**src/hdl/rmma_pkg.sv**
```systemverilog
// Shared types and constants for the running min/max/average block.
// Used by every module under hdl/; depends on nothing else.
package rmma_pkg;

    // Fixed field widths of the sample and result beats
    localparam int unsigned SAMPLE_W = 16;
    localparam int unsigned IDX_W    = 17;
    localparam int unsigned AVG_W    = 24;

    // Values reported for an empty set
    localparam logic signed [SAMPLE_W-1:0] EMPTY_VALUE = -16'sd100;
    localparam logic signed [IDX_W-1:0]    EMPTY_INDEX = -17'sd1;

    // Saturation limits of the average
    localparam logic signed [AVG_W-1:0] AVG_SAT_HI = 24'sh7FFFFF;
    localparam logic signed [AVG_W-1:0] AVG_SAT_LO = 24'sh800000;
    localparam int unsigned AVG_HI_MAG = 8388607;
    localparam int unsigned AVG_LO_MAG = 8388608;

    // Sequencer states
    typedef enum logic [2:0] {
        ST_IDLE = 3'b001,
        ST_LOAD = 3'b010,
        ST_DIV  = 3'b100
    } t_state;

    // Control from the sequencer to the accumulator
    typedef struct packed {
        logic fold;
        logic clear;
    } t_acc_ctl;

    // Status from the divider
    typedef struct packed {
        logic busy;
        logic done;
    } t_div_sts;

endpackage

```
**src/hdl/running_min_max_average.sv**
```systemverilog
// Top level of the running min/max/average block.
// Depends on rmma_pkg, rmma_accum and rmma_div.
//
//  channel | direction | handshake          | payload
//  --------+-----------+--------------------+------------------------------------------
//  sample  | in        | i_valid / o_stall  | i_sample, i_last, i_empty_set
//  result  | out       | o_valid / i_stall  | o_min_value, o_min_index, o_max_value,
//          |           |                    | o_max_index, o_average, o_overflow
//
// Samples without last can stream every cycle while o_stall is low.
// An empty-set beat loads the result register directly.
// A last sample takes the sequencer through ST_LOAD and ST_DIV, where the restoring
// divider produces one quotient bit per cycle, DIV_W = SUM_W + FRAC_BITS.
// Reset is synchronous and active low; it clears the sequencer and counters.
// A stalled result holds the output register; o_stall rises only while it is full
// and stalled, or while the sequencer is in ST_LOAD or ST_DIV.
module running_min_max_average import rmma_pkg::*; #(
    parameter int unsigned MAX_ITEMS = 65536,
    parameter int unsigned FRAC_BITS = 8
) (
    input  logic                       i_clk,
    input  logic                       i_rst_n,
    input  logic                       i_valid,
    output logic                       o_stall,
    input  logic signed [SAMPLE_W-1:0] i_sample,
    input  logic                       i_last,
    input  logic                       i_empty_set,
    output logic                       o_valid,
    input  logic                       i_stall,
    output logic signed [SAMPLE_W-1:0] o_min_value,
    output logic signed [IDX_W-1:0]    o_min_index,
    output logic signed [SAMPLE_W-1:0] o_max_value,
    output logic signed [IDX_W-1:0]    o_max_index,
    output logic signed [AVG_W-1:0]    o_average,
    output logic                       o_overflow
);

    localparam int unsigned CNT_W   = $clog2(MAX_ITEMS + 1);
    localparam int unsigned SUM_W   = SAMPLE_W + CNT_W;
    localparam int unsigned DIV_W   = SUM_W + FRAC_BITS;
    localparam int unsigned QX_W    = (DIV_W > AVG_W + 1) ? DIV_W : AVG_W + 1;
    localparam int unsigned IDX_X_W = (CNT_W > IDX_W) ? CNT_W : IDX_W;
    localparam logic signed [AVG_W-1:0] EMPTY_AVG = AVG_W'(-100 * (2 ** FRAC_BITS));

    t_state                     r_state;
    t_state                     n_state;
    t_acc_ctl                   acc_ctl;
    t_div_sts                   div_sts;
    logic [CNT_W-1:0]           acc_count;
    logic signed [SUM_W-1:0]    acc_sum;
    logic signed [SAMPLE_W-1:0] acc_min;
    logic signed [SAMPLE_W-1:0] acc_max;
    logic [CNT_W-1:0]           acc_min_idx;
    logic [CNT_W-1:0]           acc_max_idx;
    logic                       acc_too_many;
    logic [SUM_W-1:0]           sum_mag;
    logic [DIV_W-1:0]           dividend;
    logic [DIV_W-1:0]           quotient;
    logic [QX_W-1:0]            q_x;
    logic [IDX_X_W-1:0]         min_idx_x;
    logic [IDX_X_W-1:0]         max_idx_x;
    logic signed [AVG_W-1:0]    avg;
    logic                       r_neg;
    logic                       r_cnt_zero;
    logic                       in_beat;
    logic                       out_free;
    logic                       load_empty;
    logic                       load_stats;
    logic                       div_start;

    logic                       r_out_valid;
    logic signed [SAMPLE_W-1:0] r_min_value;
    logic signed [IDX_W-1:0]    r_min_index;
    logic signed [SAMPLE_W-1:0] r_max_value;
    logic signed [IDX_W-1:0]    r_max_index;
    logic signed [AVG_W-1:0]    r_average;
    logic                       r_overflow;

    // Handshake
    assign out_free   = !r_out_valid || !i_stall;
    assign o_stall    = (r_state != ST_IDLE) || !out_free;
    assign in_beat    = i_valid && !o_stall;
    assign load_empty = in_beat && i_empty_set;
    assign load_stats = (r_state == ST_DIV) && div_sts.done && out_free;
    assign div_start  = (r_state == ST_LOAD);

    assign acc_ctl.fold  = in_beat && !i_empty_set;
    assign acc_ctl.clear = load_empty || load_stats;

    // Sequencer
    always_comb begin
        n_state = r_state;
        case (r_state)
            ST_IDLE: begin
                if (in_beat && !i_empty_set && i_last) begin
                    n_state = ST_LOAD;
                end
            end
            ST_LOAD: begin
                n_state = ST_DIV;
            end
            ST_DIV: begin
                if (load_stats) begin
                    n_state = ST_IDLE;
                end
            end
            default: begin
                n_state = ST_IDLE;
            end
        endcase
    end

    always_ff @(posedge i_clk) begin
        if (!i_rst_n) begin
            r_state <= ST_IDLE;
        end else begin
            r_state <= n_state;
        end
    end

    rmma_accum #(
        .MAX_ITEMS (MAX_ITEMS),
        .CNT_W     (CNT_W),
        .SUM_W     (SUM_W)
    ) u_accum (
        .i_clk      (i_clk),
        .i_rst_n    (i_rst_n),
        .i_ctl      (acc_ctl),
        .i_sample   (i_sample),
        .o_count    (acc_count),
        .o_sum      (acc_sum),
        .o_min      (acc_min),
        .o_max      (acc_max),
        .o_min_idx  (acc_min_idx),
        .o_max_idx  (acc_max_idx),
        .o_too_many (acc_too_many)
    );

    // Magnitude of the sum, scaled by the fraction bits
    assign sum_mag  = acc_sum[SUM_W-1] ? SUM_W'(-acc_sum) : SUM_W'(acc_sum);
    assign dividend = DIV_W'(sum_mag) << FRAC_BITS;

    always_ff @(posedge i_clk) begin
        if (div_start) begin
            r_neg      <= acc_sum[SUM_W-1];
            r_cnt_zero <= (acc_count == '0);
        end
    end

    rmma_div #(
        .DIV_W (DIV_W),
        .CNT_W (CNT_W)
    ) u_div (
        .i_clk      (i_clk),
        .i_rst_n    (i_rst_n),
        .i_start    (div_start),
        .i_dividend (dividend),
        .i_divisor  (acc_count),
        .o_sts      (div_sts),
        .o_quotient (quotient)
    );

    // Sign and saturation of the average
    assign q_x = QX_W'(quotient);
    always_comb begin
        if (r_cnt_zero) begin
            avg = '0;
        end else if (r_neg) begin
            avg = (q_x > QX_W'(AVG_LO_MAG)) ? AVG_SAT_LO : -$signed(q_x[AVG_W-1:0]);
        end else begin
            avg = (q_x > QX_W'(AVG_HI_MAG)) ? AVG_SAT_HI : $signed(q_x[AVG_W-1:0]);
        end
    end

    assign min_idx_x = IDX_X_W'(acc_min_idx);
    assign max_idx_x = IDX_X_W'(acc_max_idx);

    // Result register
    always_ff @(posedge i_clk) begin
        if (!i_rst_n) begin
            r_out_valid <= 1'b0;
        end else if (load_empty || load_stats) begin
            r_out_valid <= 1'b1;
        end else if (!i_stall) begin
            r_out_valid <= 1'b0;
        end
    end

    always_ff @(posedge i_clk) begin
        if (load_empty) begin
            r_min_value <= EMPTY_VALUE;
            r_min_index <= EMPTY_INDEX;
            r_max_value <= EMPTY_VALUE;
            r_max_index <= EMPTY_INDEX;
            r_average   <= EMPTY_AVG;
            r_overflow  <= 1'b0;
        end else if (load_stats) begin
            r_min_value <= acc_min;
            r_min_index <= $signed(min_idx_x[IDX_W-1:0]);
            r_max_value <= acc_max;
            r_max_index <= $signed(max_idx_x[IDX_W-1:0]);
            r_average   <= avg;
            r_overflow  <= acc_too_many;
        end
    end

    assign o_valid     = r_out_valid;
    assign o_min_value = r_min_value;
    assign o_min_index = r_min_index;
    assign o_max_value = r_max_value;
    assign o_max_index = r_max_index;
    assign o_average   = r_average;
    assign o_overflow  = r_overflow;

endmodule

```
**src/hdl/rmma_accum.sv**
```systemverilog
// Running statistics accumulator: count, sum, min, max and first indices.
// Depends on rmma_pkg.
module rmma_accum import rmma_pkg::*; #(
    parameter int unsigned MAX_ITEMS = 65536,
    parameter int unsigned CNT_W     = 17,
    parameter int unsigned SUM_W     = 33
) (
    input  logic                       i_clk,
    input  logic                       i_rst_n,
    input  t_acc_ctl                   i_ctl,
    input  logic signed [SAMPLE_W-1:0] i_sample,
    output logic [CNT_W-1:0]           o_count,
    output logic signed [SUM_W-1:0]    o_sum,
    output logic signed [SAMPLE_W-1:0] o_min,
    output logic signed [SAMPLE_W-1:0] o_max,
    output logic [CNT_W-1:0]           o_min_idx,
    output logic [CNT_W-1:0]           o_max_idx,
    output logic                       o_too_many
);

    logic [CNT_W-1:0]           r_count;
    logic signed [SUM_W-1:0]    r_sum;
    logic signed [SAMPLE_W-1:0] r_min;
    logic signed [SAMPLE_W-1:0] r_max;
    logic [CNT_W-1:0]           r_min_idx;
    logic [CNT_W-1:0]           r_max_idx;
    logic                       r_too_many;
    logic                       full;

    assign full = (r_count >= CNT_W'(MAX_ITEMS));

    // Control: count, sum and overflow flag
    always_ff @(posedge i_clk) begin
        if (!i_rst_n || i_ctl.clear) begin
            r_count    <= '0;
            r_sum      <= '0;
            r_too_many <= 1'b0;
        end else if (i_ctl.fold) begin
            if (full) begin
                r_too_many <= 1'b1;
            end else begin
                r_count <= r_count + CNT_W'(1);
                r_sum   <= r_sum + SUM_W'(i_sample);
            end
        end
    end

    // Extremes and their first indices; strict compares keep the first tie
    always_ff @(posedge i_clk) begin
        if (i_ctl.fold && !full) begin
            if (r_count == '0) begin
                r_min     <= i_sample;
                r_max     <= i_sample;
                r_min_idx <= '0;
                r_max_idx <= '0;
            end else begin
                if (i_sample < r_min) begin
                    r_min     <= i_sample;
                    r_min_idx <= r_count;
                end
                if (i_sample > r_max) begin
                    r_max     <= i_sample;
                    r_max_idx <= r_count;
                end
            end
        end
    end

    assign o_count    = r_count;
    assign o_sum      = r_sum;
    assign o_min      = r_min;
    assign o_max      = r_max;
    assign o_min_idx  = r_min_idx;
    assign o_max_idx  = r_max_idx;
    assign o_too_many = r_too_many;

endmodule

```
**src/hdl/rmma_div.sv**
```systemverilog
// Restoring divider, one quotient bit per cycle through one shared subtractor.
// Depends on rmma_pkg.
module rmma_div import rmma_pkg::*; #(
    parameter int unsigned DIV_W = 41,
    parameter int unsigned CNT_W = 17
) (
    input  logic             i_clk,
    input  logic             i_rst_n,
    input  logic             i_start,
    input  logic [DIV_W-1:0] i_dividend,
    input  logic [CNT_W-1:0] i_divisor,
    output t_div_sts         o_sts,
    output logic [DIV_W-1:0] o_quotient
);

    localparam int unsigned STEP_W = $clog2(DIV_W + 1);

    logic [DIV_W-1:0]  r_q;
    logic [CNT_W-1:0]  r_rem;
    logic [CNT_W-1:0]  r_div;
    logic [STEP_W-1:0] r_step;
    logic              r_busy;
    logic              r_done;
    logic [CNT_W:0]    rem_shift;
    logic [CNT_W+1:0]  diff;
    logic              ge;

    // Shared subtract and compare
    assign rem_shift = {r_rem, r_q[DIV_W-1]};
    assign diff      = {1'b0, rem_shift} - {2'b00, r_div};
    assign ge        = !diff[CNT_W+1];

    // Sequencer status
    always_ff @(posedge i_clk) begin
        if (!i_rst_n) begin
            r_busy <= 1'b0;
            r_done <= 1'b0;
            r_step <= '0;
        end else if (i_start) begin
            r_busy <= 1'b1;
            r_done <= 1'b0;
            r_step <= STEP_W'(DIV_W);
        end else if (r_busy) begin
            r_step <= r_step - STEP_W'(1);
            if (r_step == STEP_W'(1)) begin
                r_busy <= 1'b0;
                r_done <= 1'b1;
            end
        end
    end

    // Datapath: shift one dividend bit in, subtract when it fits
    always_ff @(posedge i_clk) begin
        if (i_start) begin
            r_q   <= i_dividend;
            r_rem <= '0;
            r_div <= i_divisor;
        end else if (r_busy) begin
            r_q   <= {r_q[DIV_W-2:0], ge};
            r_rem <= ge ? diff[CNT_W-1:0] : rem_shift[CNT_W-1:0];
        end
    end

    assign o_sts.busy = r_busy;
    assign o_sts.done = r_done;
    assign o_quotient = r_q;

endmodule

```
**config.mk**
```make
export PLATFORM = sky130hd
export DESIGN_NAME = running_min_max_average
export DESIGN_NICKNAME = d
export VERILOG_FILES = /design/src/hdl/rmma_pkg.sv /design/src/hdl/running_min_max_average.sv /design/src/hdl/rmma_accum.sv /design/src/hdl/rmma_div.sv
export SDC_FILE = /design/constraint.sdc
export NUM_CORES = 1
export LEC_CHECK = 0
export ABC_AREA = 1
export ABC_CLOCK_PERIOD_IN_PS = 4400
export BUFFER_PORTS_ARGS = -buffer_cell sky130_fd_sc_hd__buf_4
export CAP_MARGIN = 20
export CORE_AREA = 5 5 221 202
export DETAILED_ROUTE_END_ITERATION = 8
export DIE_AREA = 0 0 226 207
export GPL_ROUTABILITY_DRIVEN = 0
export PLACE_DENSITY_LB_ADDON = 0.15
export SETUP_SLACK_MARGIN = 0.3
export SLEW_MARGIN = 20
export SYNTH_ARGS = -nofsm -noshare
export SYNTH_HDL_FRONTEND = slang
export SYNTH_SLANG_ARGS = --single-unit
```
**constraint.sdc**
```tcl
create_clock -name i_clk -period 4.4 [get_ports i_clk]
set_clock_uncertainty 0.15 [all_clocks]
set_input_delay 0.88 -clock i_clk [delete_from_list [all_inputs] [get_ports i_clk]]
set_output_delay 0.88 -clock i_clk [all_outputs]
set_load 0.005 [all_outputs]
```
==> summary.txt <==
Outcome
  – Status: finished, final reports clean

Yosys
  – Yosys top cell area share: 21.6%
  – Post-synthesis mux area share: 0%
  – Synth Area in Simple Gates: 27.7%
  – Synth top area cells: dfxtp_1, edfxtp_1, nand2_1
  – Number of enable flip-flop cells after synthesis: 118
  – Cell variety after synth: 50
  – Synth Area in XOR/XNOR: 2.01%
  – Syn Nets: 2,339
  – Adder and majority cell fraction of the synthesized area: 6.81%
  – Most numerous cell in the Yosys netlist: nand2_1
  – Post-synthesis sequential element count: 297
  – Post-Syn Area: 16,600 µm²
  – Gate Count Post-Synth: 2,228
  – Syn_area_per_cell: 7.44 µm²
  – Seq/Total Area, Yosys: 43.0%
  – Largest family of logic cells by synthesized area: simple AND/OR/NAND/NOR gates
  – Area leader, netlist: dfxtp_1
  – Commonest cells in the synthesized netlist: nand2_1, inv_1, nor2_1
  – Ys async rst share: 0%
  – Yosys warning count: 0
  – Post-synthesis compound-gate area fraction: 11.8%
  – Synth Flop Type: dfxtp_1

GRT
  – Antenna violations before repair: 0
  – Largest net degree at the start of global routing: 97
  – Total GRT Usage: 19.7%
  – Global route overflow: 0
  – First-pass GRT wire length: 75,800 µm
  – Vias in the first global route: 14,200

Detailed routing
  – Antenna viol nets, final: 0
  – # DRC: 0
  – Routed vias/inst: 5.05
  – Vias: 14,600
  – Iter 0 DRT Violations: 981
  – Post-Route WL: 46,800 µm
  – Drt first pass iters: 5
  – Drt wl/cell: 16.2 µm

Floorplanning
  – I/O pins: 115
  – Die Span Y: 207 µm
  – Die Width: 226 µm
  – Initial Utilization: 39.2%
  – CORE AREA: 42,300 µm²
  – Rows: 72
  – DIE AREA: 46,800 µm²

Critical path
  – Max FO, Critical Path: 33
  – Worst Setup Start Kind: flop
  – Worst path cell trace: inv_1, ha_1, inv_1, fa_1, nand4_1, nand3_2, nand2_1, nand2_1, o21ai_1, nand2_1
  – WP data arrival: 3.32 ns
  – Data required, critical path: 4.69 ns
  – Most frequent CP cell: nand2_1
  – Slowest CP cell: nand3_2
  – CP peak stage delay: 0.51 ns
  – Element type at the critical path end: flop
  – CP Buf/Inv Count: 2
  – Critical Setup Path Class: flop to flop
  – CP delay by family, top: simple AND/OR/NAND/NOR gates

Power
  – LEAKAGE: 8.76 nW
  – Maximum vdd drop: 0.251 mV
  – Int Power: 4.81 mW
  – Clock power share: 42.6%
  – Reg power frac: 45.1%
  – Switching Fraction: 27.6%
  – Switching power: 1.84 mW
  – Comb power frac: 12.4%
  – Pwr Total: 6.65 mW
  – PwrDens: 350 nW/µm²

CTS
  – Post-CTS resize count: 0
  – Clk pin slew, worst setup/hold paths: 0.06 ns
  – Cts bufs inserted: 36
  – Worst-Skew Late Latency: 0.56 ns
  – Longest Clk Path Bufs: 3
  – Cts hold-fix bufs: 0
  – Clock Sinks: 297
  – CTS tree: done
  – CTS H-Tree Depth: 2
  – Post-CTS Setup Repair Bufs: 0
  – Root Driver: clkbuf_16

Cells and area
  – Layout cells sized above 1: 9.44%
  – Final Util: 45.0%
  – Fillers: 4,299
  – ANT cells: 0
  – Layout net count: 2,424
  – Area growth from synthesis to layout: 14.8%
  – Final instance area: 19,000 µm²

Timing
  – RSZ-0062 raised after global routing: no
  – Slew Viols, Final: 0
  – Least-Margin Pin Slew: 1.02 ns
  – Slew HR: 31.8%
  – Final Critical Period: 3.04 ns
  – Final setup viols: 0
  – Max Clock Freq: 329 MHz
  – Crit share post-route: 69.0%
  – Final setup TNS: 0 ns
  – Fin. Hold Viols: 0

Placed design
  – # port buffers: 114
  – Placed instance area: 17,900 µm²
  – HPWL after DPL: 35,200 µm

Run
  – Max_cap viols: 0

Worst hold path
  – Hold crit path type: flop to flop
worst paths after layout:
path	startpoint	to	slack (ns)	cells past startpoint
max	u_div.o_quotient[40]$_DFFE_PP_	u_div.r_rem[13]$_SDFFE_PP0P_	1.36	10
min	u_accum.o_min_idx[2]$_SDFFCE_PP0P_	o_min_index[2]$_SDFFE_PP1P_	0.30	2
max reg2reg	u_div.o_quotient[40]$_DFFE_PP_	u_div.r_rem[13]$_SDFFE_PP0P_	1.36	10
min reg2reg	u_accum.o_min_idx[2]$_SDFFCE_PP0P_	o_min_index[2]$_SDFFE_PP1P_	0.30	2
routing by layer:
layer / vias to the layer above / share of wire, % / wire, µm / track usage [%]
met4: 0 / 2.2 / 1040 / 5.30
met3: 68 / 4.3 / 2030 / 2.80
li1: 7529 / - / - / -
met5: - / 0 / 0 / 0
met1: 6734 / 47 / 21900 / 27.2
met2: 282 / 47 / 21900 / 32.4
worst register-to-register path, cell delays in order (launching register included):
cell and delay (ns):
edfxtp_1 0.46, inv_1 0.24, ha_1 0.18, inv_1 0.07, fa_1 0.46, nand4_1 0.15
nand3_2 0.51, nand2_1 0.47, nand2_1 0.08, o21ai_1 0.08, nand2_1 0.06
area by class of cell:
type / count / area (µm²) / area share, %
Clock buffer: 45 / 955 / 5.02
Clock inverter: 21 / 166 / 0.875
Inverter: 289 / 1080 / 5.70
Multi-Input combinational cell: 1561 / 8030 / 42.2
Sequential cell: 297 / 7130 / 37.5
Tap cell: 555 / 694 / 3.65
Timing Repair Buffer: 128 / 961 / 5.05
placed cells by master (no fill, tap or decap), types with 7 or more instances in the layout:
cell type | netlist | final
a211oi_1 | 9 | 9
a21oi_1 | 153 | 152
a22oi_1 | 7 | 7
buf_4 | 2 | 128
clkbuf_1 | 48 | 7
clkbuf_16 | 0 | 36
clkinv_2 | 0 | 9
dfxtp_1 | 179 | 179
edfxtp_1 | 118 | 118
ha_1 | 87 | 87
inv_1 | 280 | 280
inv_2 | 8 | 8
nand2_1 | 608 | 608
nand3_1 | 177 | 177
nand4_1 | 36 | 36
nor2_1 | 193 | 192
nor2_2 | 8 | 8
nor3_1 | 31 | 31
o211ai_1 | 31 | 31
o21ai_0 | 75 | 75
o21ai_1 | 27 | 27
o21bai_1 | 10 | 10
o22ai_1 | 14 | 14
or2_2 | 7 | 7
xnor2_1 | 11 | 11
xor2_1 | 27 | 27
flip-flops by register name, summed over array words and instances, names as in the netlist:
register	count
o_average	24
o_max_index	17
o_max_value	16
o_min_index	17
o_min_value	16
o_overflow	1
o_valid	1
r_cnt_zero	1
r_neg	1
r_state	3
u_accum.o_count	17
u_accum.o_max	16
u_accum.o_max_idx	17
u_accum.o_min	16
u_accum.o_min_idx	17
u_accum.o_sum	33
u_accum.o_too_many	1
u_div.o_quotient	41
u_div.r_busy	1
u_div.r_div	17
u_div.r_done	1
u_div.r_rem	17
u_div.r_step	6
metrics by stage:
| stage | instances | setup WS (ns) | hold slack (ns) |
|---|---|---|---|
| 2_1_floorplan | 2228 | 0.451 | 0.256 |
| 3_3_place_gp | 2830 | 1.14 | 0.278 |
| 3_5_place_dp | 2830 | 1.05 | 0.278 |
| 4_1_cts | 2896 | 1.34 | 0.298 |
| 5_1_grt | 2896 | 1.09 | 0.312 |
| 6_report | 2896 | 1.36 | 0.296 |
power groups by stage:
| stage | Clock [mW] | Sequential, mW | Combinational, mW |
|---|---|---|---|
| finish | 2.83 | 3.00 | 0.822 |
| CTS | 2.92 | 3.00 | 0.821 |
| global placement | 0 | 3.06 | 0.807 |
| detailed placement | 0 | 3.06 | 0.816 |
| floorplan | 0 | 3.03 | 0.595 |
| global route | 3.03 | 3.00 | 0.931 |
cells by family (layout without fill, tap and decap cells):
family / after synthesis / after routing
flops: 297 / 297
simple gates: 1087 / 1087
buf+inv: 370 / 483
compound gates: 347 / 347
xor+xnor: 38 / 38
fa+ha+maj: 89 / 89
No activity file was read; power rests on OpenSTA's default activity.
